===== src/rtl/ilru_pkg.sv =====
// Shared constants, codes and types of the idle LRU eviction policy unit.
package ilru_pkg;

   // Table geometry
   localparam int TABLE_ENTRIES = 16;
   localparam int IDX_W         = (TABLE_ENTRIES > 1) ? $clog2(TABLE_ENTRIES) : 1;
   localparam int CNT_W         = $clog2(TABLE_ENTRIES + 1);

   // Field widths
   localparam int OP_W          = 2;
   localparam int ENTRY_INDEX_W = 4;
   localparam int TIME_W        = 32;
   localparam int TIMEOUT_W     = 16;
   localparam int MAX_RES_W     = 5;
   localparam int EV_CNT_W      = 5;
   localparam int CMP_W         = (IDX_W > ENTRY_INDEX_W) ? IDX_W : ENTRY_INDEX_W;

   // Eviction cap per request
   localparam int MAX_EVICTIONS = 16;

   // Configuration port
   localparam int CSR_IDX_W  = 1;
   localparam int CSR_DATA_W = 16;
   localparam logic [CSR_IDX_W-1:0] REG_IDLE_TIMEOUT = 1'd0;
   localparam logic [CSR_IDX_W-1:0] REG_MAX_RESIDENT = 1'd1;
   localparam logic [TIMEOUT_W-1:0] TIMEOUT_RESET    = 16'd120;
   localparam logic [MAX_RES_W-1:0] MAX_RES_RESET    = 5'd3;

   // Operation codes
   localparam logic [OP_W-1:0] OP_ACTIVATE = 2'd0;
   localparam logic [OP_W-1:0] OP_CHECK    = 2'd1;
   localparam logic [OP_W-1:0] OP_FLUSH    = 2'd2;

   // Result kinds
   localparam logic KIND_NOTICE = 1'b0;
   localparam logic KIND_DONE   = 1'b1;

   // Result of the shared age unit
   typedef struct packed {
      logic [TIME_W-1:0] age;
      logic              timed_out;
      logic              older;
   } ilru_age_type;

endpackage


===== src/rtl/ilru_req_if.sv =====
// Request channel of the idle LRU eviction policy unit.
interface ilru_req_if;
   import ilru_pkg::*;

   logic                     valid;
   logic                     ready;
   logic [OP_W-1:0]          op;
   logic [ENTRY_INDEX_W-1:0] entry_index;
   logic [TIME_W-1:0]        now_seconds;

   modport source (output valid, op, entry_index, now_seconds, input ready);
   modport sink   (input valid, op, entry_index, now_seconds, output ready);
endinterface


===== src/rtl/ilru_rsp_if.sv =====
// Response channel of the idle LRU eviction policy unit.
interface ilru_rsp_if;
   import ilru_pkg::*;

   logic                     valid;
   logic                     ready;
   logic                     kind;
   logic [ENTRY_INDEX_W-1:0] evicted_index;
   logic [EV_CNT_W-1:0]      evicted_count;
   logic                     last;

   modport source (output valid, kind, evicted_index, evicted_count, last, input ready);
   modport sink   (input valid, kind, evicted_index, evicted_count, last, output ready);
endinterface


===== src/rtl/idle_lru_eviction_policy_unit.sv =====
// Idle LRU eviction policy unit: sequencer, resident bits and response register.
// Activate or unknown op: the done state registers the completion; ready returns with it.
// Flush: a read and an evaluate state per entry, a notice state per notice, then the done state.
// Check: a resident count over all entries, a mode state, then the scan; with excess, each
// eviction takes a full scan plus a pick state. Response stalls hold the notice, pick and done states.
// Reset clears resident bits and loads timeout 120 and limit 3; stamps stay uncleared.
module idle_lru_eviction_policy_unit (
   input  logic                            clock,
   input  logic                            reset,
   ilru_req_if.sink                        req_chan,
   ilru_rsp_if.source                      rsp_chan,
   input  logic                            csr_we,
   input  logic [ilru_pkg::CSR_IDX_W-1:0]  csr_index,
   input  logic [ilru_pkg::CSR_DATA_W-1:0] csr_wdata
);
   import ilru_pkg::*;

   // Sequencer states
   localparam logic [2:0] S_IDLE  = 3'd0;
   localparam logic [2:0] S_COUNT = 3'd1;
   localparam logic [2:0] S_MODE  = 3'd2;
   localparam logic [2:0] S_RD    = 3'd3;
   localparam logic [2:0] S_EV    = 3'd4;
   localparam logic [2:0] S_NOTE  = 3'd5;
   localparam logic [2:0] S_PICK  = 3'd6;
   localparam logic [2:0] S_DONE  = 3'd7;

   localparam logic [IDX_W-1:0] LAST_SLOT = IDX_W'(TABLE_ENTRIES - 1);

   logic [2:0]               state_ff, state_in;
   logic [TIMEOUT_W-1:0]     timeout_ff, timeout_in;
   logic [MAX_RES_W-1:0]     max_res_ff, max_res_in;
   logic [TABLE_ENTRIES-1:0] resident_ff, resident_in;
   logic [OP_W-1:0]          op_ff, op_in;
   logic [ENTRY_INDEX_W-1:0] act_ff, act_in;
   logic [TIME_W-1:0]        now_ff, now_in;
   logic [IDX_W-1:0]         scan_ff, scan_in;
   logic [CNT_W-1:0]         cnt_ff, cnt_in;
   logic [CNT_W-1:0]         excess_ff, excess_in;
   logic                     excess_mode_ff, excess_mode_in;
   logic                     found_ff, found_in;
   logic [IDX_W-1:0]         best_ff, best_in;
   logic [TIME_W-1:0]        best_age_ff, best_age_in;
   logic [EV_CNT_W-1:0]      nev_ff, nev_in;

   logic                     out_valid_ff, out_valid_in;
   logic                     out_kind_ff, out_kind_in;
   logic [ENTRY_INDEX_W-1:0] out_index_ff, out_index_in;
   logic [EV_CNT_W-1:0]      out_count_ff, out_count_in;
   logic                     out_last_ff, out_last_in;

   logic                     req_accept;
   logic                     out_free;
   logic                     ram_we;
   logic [TIME_W-1:0]        stamp;
   ilru_age_type             age_res;
   logic                     not_active;
   logic                     cand;
   logic                     below_cap;
   logic [EV_CNT_W-1:0]      nev_inc;

   // Stamp memory and shared age unit
   ilru_stamp_ram u_ram (
      .clock   (clock),
      .wr_en   (ram_we),
      .wr_addr (IDX_W'(req_chan.entry_index)),
      .wr_data (req_chan.now_seconds),
      .rd_addr (scan_ff),
      .rd_data (stamp)
   );

   ilru_age_unit u_age (
      .now_seconds (now_ff),
      .stamp       (stamp),
      .timeout     (timeout_ff),
      .best_age    (best_age_ff),
      .result      (age_res)
   );

   assign req_chan.ready = (state_ff == S_IDLE);
   assign req_accept     = req_chan.valid && req_chan.ready;
   assign out_free       = !out_valid_ff || rsp_chan.ready;
   assign ram_we         = req_accept && (req_chan.op == OP_ACTIVATE)
                           && (32'(req_chan.entry_index) < TABLE_ENTRIES);

   // Candidate test for the entry under scan
   assign not_active = (CMP_W'(scan_ff) != CMP_W'(act_ff));
   assign below_cap  = (32'(nev_ff) < MAX_EVICTIONS);
   assign nev_inc    = nev_ff + EV_CNT_W'(1);
   always_comb begin
      if (op_ff == OP_FLUSH) begin
         cand = resident_ff[scan_ff] && not_active;
      end else begin
         cand = resident_ff[scan_ff] && not_active && age_res.timed_out;
      end
   end

   // Next state and datapath
   always_comb begin
      state_in       = state_ff;
      timeout_in     = timeout_ff;
      max_res_in     = max_res_ff;
      resident_in    = resident_ff;
      op_in          = op_ff;
      act_in         = act_ff;
      now_in         = now_ff;
      scan_in        = scan_ff;
      cnt_in         = cnt_ff;
      excess_in      = excess_ff;
      excess_mode_in = excess_mode_ff;
      found_in       = found_ff;
      best_in        = best_ff;
      best_age_in    = best_age_ff;
      nev_in         = nev_ff;
      out_valid_in   = out_valid_ff && !rsp_chan.ready;
      out_kind_in    = out_kind_ff;
      out_index_in   = out_index_ff;
      out_count_in   = out_count_ff;
      out_last_in    = out_last_ff;

      // Register writes
      if (csr_we) begin
         unique case (csr_index)
            REG_IDLE_TIMEOUT: timeout_in = TIMEOUT_W'(csr_wdata);
            REG_MAX_RESIDENT: max_res_in = MAX_RES_W'(csr_wdata);
            default: ;
         endcase
      end

      unique case (state_ff)
         S_IDLE: begin
            if (req_accept) begin
               op_in          = req_chan.op;
               act_in         = req_chan.entry_index;
               now_in         = req_chan.now_seconds;
               scan_in        = '0;
               cnt_in         = '0;
               nev_in         = '0;
               found_in       = 1'b0;
               best_age_in    = '0;
               excess_mode_in = 1'b0;
               case (req_chan.op)
                  OP_ACTIVATE: begin
                     if (ram_we) begin
                        resident_in[IDX_W'(req_chan.entry_index)] = 1'b1;
                     end
                     state_in = S_DONE;
                  end
                  OP_CHECK: state_in = S_COUNT;
                  OP_FLUSH: state_in = S_RD;
                  default:  state_in = S_DONE;
               endcase
            end
         end
         S_COUNT: begin
            cnt_in = cnt_ff + CNT_W'(resident_ff[scan_ff]);
            if (scan_ff == LAST_SLOT) begin
               scan_in  = '0;
               state_in = S_MODE;
            end else begin
               scan_in = scan_ff + IDX_W'(1);
            end
         end
         S_MODE: begin
            excess_mode_in = (32'(cnt_ff) > 32'(max_res_ff));
            excess_in      = CNT_W'(32'(cnt_ff) - 32'(max_res_ff));
            state_in       = S_RD;
         end
         S_RD: begin
            state_in = S_EV;
         end
         S_EV: begin
            if (excess_mode_ff) begin
               // Track oldest idle entry, lower index wins ties
               if (cand && (!found_ff || age_res.older)) begin
                  found_in    = 1'b1;
                  best_in     = scan_ff;
                  best_age_in = age_res.age;
               end
               if (scan_ff == LAST_SLOT) begin
                  state_in = S_PICK;
               end else begin
                  scan_in  = scan_ff + IDX_W'(1);
                  state_in = S_RD;
               end
            end else if (cand && below_cap) begin
               state_in = S_NOTE;
            end else if (scan_ff == LAST_SLOT) begin
               state_in = S_DONE;
            end else begin
               scan_in  = scan_ff + IDX_W'(1);
               state_in = S_RD;
            end
         end
         S_NOTE: begin
            if (out_free) begin
               out_valid_in          = 1'b1;
               out_kind_in           = KIND_NOTICE;
               out_index_in          = ENTRY_INDEX_W'(scan_ff);
               out_count_in          = '0;
               out_last_in           = 1'b0;
               resident_in[scan_ff]  = 1'b0;
               nev_in                = nev_inc;
               if (scan_ff == LAST_SLOT) begin
                  state_in = S_DONE;
               end else begin
                  scan_in  = scan_ff + IDX_W'(1);
                  state_in = S_RD;
               end
            end
         end
         S_PICK: begin
            if (!found_ff) begin
               state_in = S_DONE;
            end else if (out_free) begin
               out_valid_in          = 1'b1;
               out_kind_in           = KIND_NOTICE;
               out_index_in          = ENTRY_INDEX_W'(best_ff);
               out_count_in          = '0;
               out_last_in           = 1'b0;
               resident_in[best_ff]  = 1'b0;
               nev_in                = nev_inc;
               found_in              = 1'b0;
               best_age_in           = '0;
               scan_in               = '0;
               if ((32'(nev_inc) >= 32'(excess_ff)) || (32'(nev_inc) >= MAX_EVICTIONS)) begin
                  state_in = S_DONE;
               end else begin
                  state_in = S_RD;
               end
            end
         end
         S_DONE: begin
            if (out_free) begin
               out_valid_in = 1'b1;
               out_kind_in  = KIND_DONE;
               out_index_in = '0;
               out_count_in = nev_ff;
               out_last_in  = 1'b1;
               state_in     = S_IDLE;
            end
         end
         default: state_in = S_IDLE;
      endcase
   end

   // Control registers
   always_ff @(posedge clock) begin
      if (reset) begin
         state_ff     <= S_IDLE;
         timeout_ff   <= TIMEOUT_RESET;
         max_res_ff   <= MAX_RES_RESET;
         resident_ff  <= '0;
         out_valid_ff <= 1'b0;
      end else begin
         state_ff     <= state_in;
         timeout_ff   <= timeout_in;
         max_res_ff   <= max_res_in;
         resident_ff  <= resident_in;
         out_valid_ff <= out_valid_in;
      end
   end

   // Payload registers
   always_ff @(posedge clock) begin
      op_ff          <= op_in;
      act_ff         <= act_in;
      now_ff         <= now_in;
      scan_ff        <= scan_in;
      cnt_ff         <= cnt_in;
      excess_ff      <= excess_in;
      excess_mode_ff <= excess_mode_in;
      found_ff       <= found_in;
      best_ff        <= best_in;
      best_age_ff    <= best_age_in;
      nev_ff         <= nev_in;
      out_kind_ff    <= out_kind_in;
      out_index_ff   <= out_index_in;
      out_count_ff   <= out_count_in;
      out_last_ff    <= out_last_in;
   end

   assign rsp_chan.valid         = out_valid_ff;
   assign rsp_chan.kind          = out_kind_ff;
   assign rsp_chan.evicted_index = out_index_ff;
   assign rsp_chan.evicted_count = out_count_ff;
   assign rsp_chan.last          = out_last_ff;

   // A request is taken only once, the block is busy right after it
   a_busy_after_accept: assert property (@(posedge clock) disable iff (reset)
      req_accept |=> !req_chan.ready)
      else $error("request accepted while busy");

   // Completion always closes the request
   a_done_is_last: assert property (@(posedge clock) disable iff (reset)
      rsp_chan.valid |-> (rsp_chan.kind == rsp_chan.last))
      else $error("completion and last flag disagree");

   // A notice clears the resident bit of the entry it reports
   a_notice_clears: assert property (@(posedge clock) disable iff (reset)
      (state_ff == S_NOTE && out_free) |=> !resident_ff[$past(scan_ff)])
      else $error("evicted entry still resident");

   // Eviction count never passes the cap
   a_count_cap: assert property (@(posedge clock) disable iff (reset)
      (state_ff != S_IDLE) |-> (32'(nev_ff) <= MAX_EVICTIONS))
      else $error("eviction count beyond cap");
endmodule


===== src/rtl/ilru_stamp_ram.sv =====
// Last-active time stamp memory, one write port and one registered read port.
module ilru_stamp_ram (
   input  logic                        clock,
   input  logic                        wr_en,
   input  logic [ilru_pkg::IDX_W-1:0]  wr_addr,
   input  logic [ilru_pkg::TIME_W-1:0] wr_data,
   input  logic [ilru_pkg::IDX_W-1:0]  rd_addr,
   output logic [ilru_pkg::TIME_W-1:0] rd_data
);
   import ilru_pkg::*;

   logic [TIME_W-1:0] mem [TABLE_ENTRIES];
   logic [TIME_W-1:0] rd_data_ff;

   // Write stamp
   always_ff @(posedge clock) begin
      if (wr_en) begin
         mem[wr_addr] <= wr_data;
      end
   end

   // Read stamp
   always_ff @(posedge clock) begin
      rd_data_ff <= mem[rd_addr];
   end

   assign rd_data = rd_data_ff;
endmodule


===== src/rtl/ilru_age_unit.sv =====
// Shared age unit: wrapping age, timeout compare and oldest-so-far compare.
module ilru_age_unit (
   input  logic [ilru_pkg::TIME_W-1:0]    now_seconds,
   input  logic [ilru_pkg::TIME_W-1:0]    stamp,
   input  logic [ilru_pkg::TIMEOUT_W-1:0] timeout,
   input  logic [ilru_pkg::TIME_W-1:0]    best_age,
   output ilru_pkg::ilru_age_type         result
);
   import ilru_pkg::*;

   logic [TIME_W-1:0] age;

   // Age modulo 2^32
   assign age = now_seconds - stamp;

   assign result.age       = age;
   assign result.timed_out = (age >= TIME_W'(timeout));
   assign result.older     = (age > best_age);
endmodule

===== src/flat_wrapper.sv =====
// flat-port wrapper written by rule: the top's interface ports become plain ports
module idle_lru_eviction_policy_unit_flat import ilru_pkg::*;
  (clock, reset, csr_we, csr_index, csr_wdata, req_chan_valid, req_chan_op, req_chan_entry_index, req_chan_now_seconds, req_chan_ready, rsp_chan_valid, rsp_chan_kind, rsp_chan_evicted_index, rsp_chan_evicted_count, rsp_chan_last, rsp_chan_ready);
  ilru_req_if req_chan_i ();
  ilru_rsp_if rsp_chan_i ();
  input  logic clock;
  input  logic reset;
  input  logic csr_we;
  input  logic [ilru_pkg::CSR_IDX_W-1:0] csr_index;
  input  logic [ilru_pkg::CSR_DATA_W-1:0] csr_wdata;
  input wire logic [$bits(req_chan_i.valid)-1:0] req_chan_valid;
  input wire logic [$bits(req_chan_i.op)-1:0] req_chan_op;
  input wire logic [$bits(req_chan_i.entry_index)-1:0] req_chan_entry_index;
  input wire logic [$bits(req_chan_i.now_seconds)-1:0] req_chan_now_seconds;
  output wire logic [$bits(req_chan_i.ready)-1:0] req_chan_ready;
  output wire logic [$bits(rsp_chan_i.valid)-1:0] rsp_chan_valid;
  output wire logic [$bits(rsp_chan_i.kind)-1:0] rsp_chan_kind;
  output wire logic [$bits(rsp_chan_i.evicted_index)-1:0] rsp_chan_evicted_index;
  output wire logic [$bits(rsp_chan_i.evicted_count)-1:0] rsp_chan_evicted_count;
  output wire logic [$bits(rsp_chan_i.last)-1:0] rsp_chan_last;
  input wire logic [$bits(rsp_chan_i.ready)-1:0] rsp_chan_ready;
  assign req_chan_i.valid = req_chan_valid;
  assign req_chan_i.op = req_chan_op;
  assign req_chan_i.entry_index = req_chan_entry_index;
  assign req_chan_i.now_seconds = req_chan_now_seconds;
  assign req_chan_ready = req_chan_i.ready;
  assign rsp_chan_valid = rsp_chan_i.valid;
  assign rsp_chan_kind = rsp_chan_i.kind;
  assign rsp_chan_evicted_index = rsp_chan_i.evicted_index;
  assign rsp_chan_evicted_count = rsp_chan_i.evicted_count;
  assign rsp_chan_last = rsp_chan_i.last;
  assign rsp_chan_i.ready = rsp_chan_ready;
  idle_lru_eviction_policy_unit u_core (.clock(clock), .reset(reset), .req_chan(req_chan_i), .rsp_chan(rsp_chan_i), .csr_we(csr_we), .csr_index(csr_index), .csr_wdata(csr_wdata));
endmodule

===== config.mk =====
export PLATFORM = sky130hd
export DESIGN_NAME = idle_lru_eviction_policy_unit_flat
export DESIGN_NICKNAME = d
export VERILOG_FILES = /design/src/rtl/ilru_pkg.sv /design/src/rtl/ilru_req_if.sv /design/src/rtl/ilru_rsp_if.sv /design/src/rtl/idle_lru_eviction_policy_unit.sv /design/src/rtl/ilru_stamp_ram.sv /design/src/rtl/ilru_age_unit.sv /design/src/flat_wrapper.sv
export SDC_FILE = /design/constraint.sdc
export NUM_CORES = 1
export LEC_CHECK = 0
export ABC_AREA = 1
export BUFFER_PORTS_ARGS = -buffer_cell sky130_fd_sc_hd__buf_2
export CELL_PAD_IN_SITES_DETAIL_PLACEMENT = 1
export CELL_PAD_IN_SITES_GLOBAL_PLACEMENT = 2
export CORE_MARGIN = 2
export CORE_UTILIZATION = 44
export CTS_BUF_LIST = sky130_fd_sc_hd__clkbuf_16
export DETAILED_ROUTE_END_ITERATION = 16
export PLACE_DENSITY_LB_ADDON = 0.1
export SLEW_MARGIN = 20
export SYNTH_ARGS = -nofsm -noshare
export SYNTH_HDL_FRONTEND = slang
export SYNTH_HIERARCHICAL = 1
export SYNTH_SLANG_ARGS = --single-unit

===== constraint.sdc =====
create_clock -name clock -period 7.7 [get_ports clock]
set_input_delay 1.54 -clock clock [delete_from_list [all_inputs] [get_ports clock]]
set_output_delay 1.54 -clock clock [all_outputs]
set_load 0.02 [all_outputs]

==> impl_metrics.json <==
{
  "status": "completed",
  "vdd_drop_max_v": 0.000200,
  "dp.cells": 4352,
  "grt_pass1_vias": 25000,
  "cts_resized": 0,
  "gp_congestion": 0.877,
  "cts.sinks": 691,
  "async_flop_share_pct": 0,
  "overflow": 0,
  "r2r_start": "u_core/now_ff[11]",
  "cts-root-buf": "clkbuf_16",
  "synth_edf_count": 618,
  "drive_above_1_share_pct": 8.35,
  "die_y_um": 277,
  "syn_area_um2": 32900,
  "syn_area_per_cell_um2": 9.65,
  "tightest_slew_ns": 1.16,
  "ys.flop_type": "edfxtp_1",
  "synth_warnings": 6,
  "dr.first_iter.drc_count": 1483,
  "crit_arrival_ns": 4.94,
  "placement.io_buffers": 72,
  "maxSlewHeadroom_pct": 22.6,
  "fin_nets": 3625,
  "yosys.area.top_type_share_pct": 56.5,
  "area_growth_syn_to_layout_pct": 11.3,
  "power_density_nw_per_um2": 394,
  "clk_pin_slew_ns": 0.06,
  "ant_nets": 0,
  "antenna_found_initial": 2,
  "grt_start_max_net_pins": 182,
  "skew_ns": 0.0302,
  "place_area_um2": 34000,
  "vias": 23500,
  "drc": 0,
  "firstDrtPassIters": 5,
  "syn-num-nets": 3563,
  "fp.dieW_um": 277,
  "io_pins": 73,
  "postCtsSetupBuffers": 0,
  "grt_first_pass_wirelength_mm": 146,
  "synth_cell_types": 51,
  "wl_per_cell_um": 20.9,
  "report.final.slew_viol_count": 0,
  "hold_viol_final": 0,
  "hold_start": "u_core/timeout_ff[3]",
  "final_area_um2": 36600,
  "leakagePower_nw": 16.2,
  "critPathRequiredTime_ns": 8.03,
  "critPathKind": "register to register",
  "drt-total-wl_mm": 94.1,
  "fin_cells": 4502,
  "dp_hpwl_mm": 57.4,
  "clockBufferDepth": 3,
  "setup_tns_ns": 0,
  "clk_latency_ns": 0.65,
  "critical_path.startpoint_type": "register",
  "grtUsageTotal_pct": 24.7,
  "timing.fmax_mhz": 217,
  "setup.worst_path.end_class": "register",
  "hold_class": "register to register",
  "ctsHoldBuffers": 0,
  "seq_area_frac_synth_pct": 60.9,
  "cts_tree": "done",
  "startpoint": "u_core/now_ff[11]",
  "setup_viol": 0,
  "start_util_pct": 44.3,
  "viasPerCell": 5.22,
  "rows": 100,
  "rsz0062_at_grt": "no",
  "post-place-ws_ns": 2.95,
  "critPathMaxFanout": 32,
  "period_needed_ns": 4.62,
  "dieArea_um2": 76900,
  "design.core.area_um2": 74200,
  "fin_crit_sh_pct": 60.0,
  "synth_top_cell_by_area": "edfxtp_1",
  "maxCapViolCount": 0,
  "final_cell_mix": "nand2_1, inv_1, edfxtp_1",
  "ys_top_cells_by_area": "edfxtp_1, nand2_1, inv_1",
  "htree_levels": 3,
  "final_common_cell": "nand2_1",
  "cts_buffers": 81,
  "synth_seq_cells": 691,
  "syn-instance-count": 3404,
  "layout_setup_ws_ns": 3.08
}
-- metrics by stage --
stage,hold slack [ns],util (%),power [mW]
global placement,0.448,45.9,10.6
floorplan,0.429,-,9.05
global route,0.498,49.3,15.4
finish,0.464,49.3,14.4
detailed placement,0.454,45.9,10.8
CTS,0.466,49.3,14.5
-- power breakdown --
| part | internal, mW | total, mW | switching (mW) |
|---|---|---|---|
| combinational | 1.83 | 6.07 | 4.24 |
| clock | 2.08 | 3.67 | 1.59 |
| sequential | 4.52 | 4.66 | 0.142 |
| total | 8.44 | 14.4 | 5.96 |
-- cell type report --
cell class / instances / area (um2)
clock buffer: 82 / 2050
antenna: 1 / 2.50
tap: 969 / 1210
inverter: 659 / 2480
fill: 8255 / 37600
timing repair buffer: 106 / 641
sequential: 691 / 20000
multi-input combinational: 1927 / 9680
clock inverter: 67 / 502
-- per-layer routing --
metal | global-route usage [%] | routed length, um | vias up
li1 | - | - | 11200
met3 | 2.97 | 3340 | 124
met4 | 6.33 | 1960 | 0
met2 | 42.3 | 45800 | 397
met1 | 33.4 | 43000 | 11800
met5 | 0 | 0 | -
-- flip-flops by register name, indices dropped and copies added, names as in the netlist, 5 cells and up --
signal,flops
u_core/excess_ff,5
u_core/timeout_ff,16
u_core/nev_ff,5
u_core/best_age_ff,32
u_core/max_res_ff,5
u_core/resident_ff,16
u_core/u_ram/rd_data,32
u_core/rsp_chan.evicted_count,5
u_core/u_ram/mem,512
u_core/cnt_ff,5
u_core/now_ff,32
-- logic make-up (layout without fill, tap and decap cells) --
family	after synthesis	in the layout	share of synthesized area (%)
AO/OA/AOI/OAI	219	219	4.01
XOR/XNOR	34	34	0.906
adder cells (fa/ha/maj)	99	99	3.82
buffers and inverters	786	914	10.0
flip-flops	691	691	60.9
other	0	1	0
AND/OR/NAND/NOR	1575	1575	20.3
-- synth_stat cells, drive strengths merged, types with 6 or more instances --
cell and instances:
xor2 27, o22ai 16, nand3 440, buf 98
nand4 19, o21ai 66, edfxtp 618, o211ai 6
o211a 12, ha 97, a31oi 6, nor2 180
a21oi 91, dfxtp 73, inv 658, nand2 915
clkbuf 29, nor3 14, xnor2 7
-- worst paths after layout --
path	depth (start not counted)	slack (ns)	endpoint
setup / recovery	21	3.08	u_core/best_age_ff[20]
hold / removal	2	0.46	u_core/timeout_ff[3]
setup reg to reg	21	3.08	u_core/best_age_ff[20]
hold reg to reg	2	0.46	u_core/timeout_ff[3]
-- critical path: stages (launching register included) --
cell       delay [ns]
edfxtp_1         0.37
ha_1             0.40
a21oi_2          0.24
o21ai_1          0.11
a21oi_1          0.18
nand3_2          0.16
a21oi_4          0.21
xor2_1           0.37
inv_1            0.12
ha_1             0.29
nand2_1          0.06
nor2_1           0.21
nand4_1          0.12
nor4_1           0.34
nand4_1          0.15
nor2_1           0.13
a21oi_2          0.07
o2111ai_1        0.22
nand2_1          0.08
o21ai_1          0.13
nor2_2           0.05
buf_4            0.27
(Power assumes the default switching activity.)
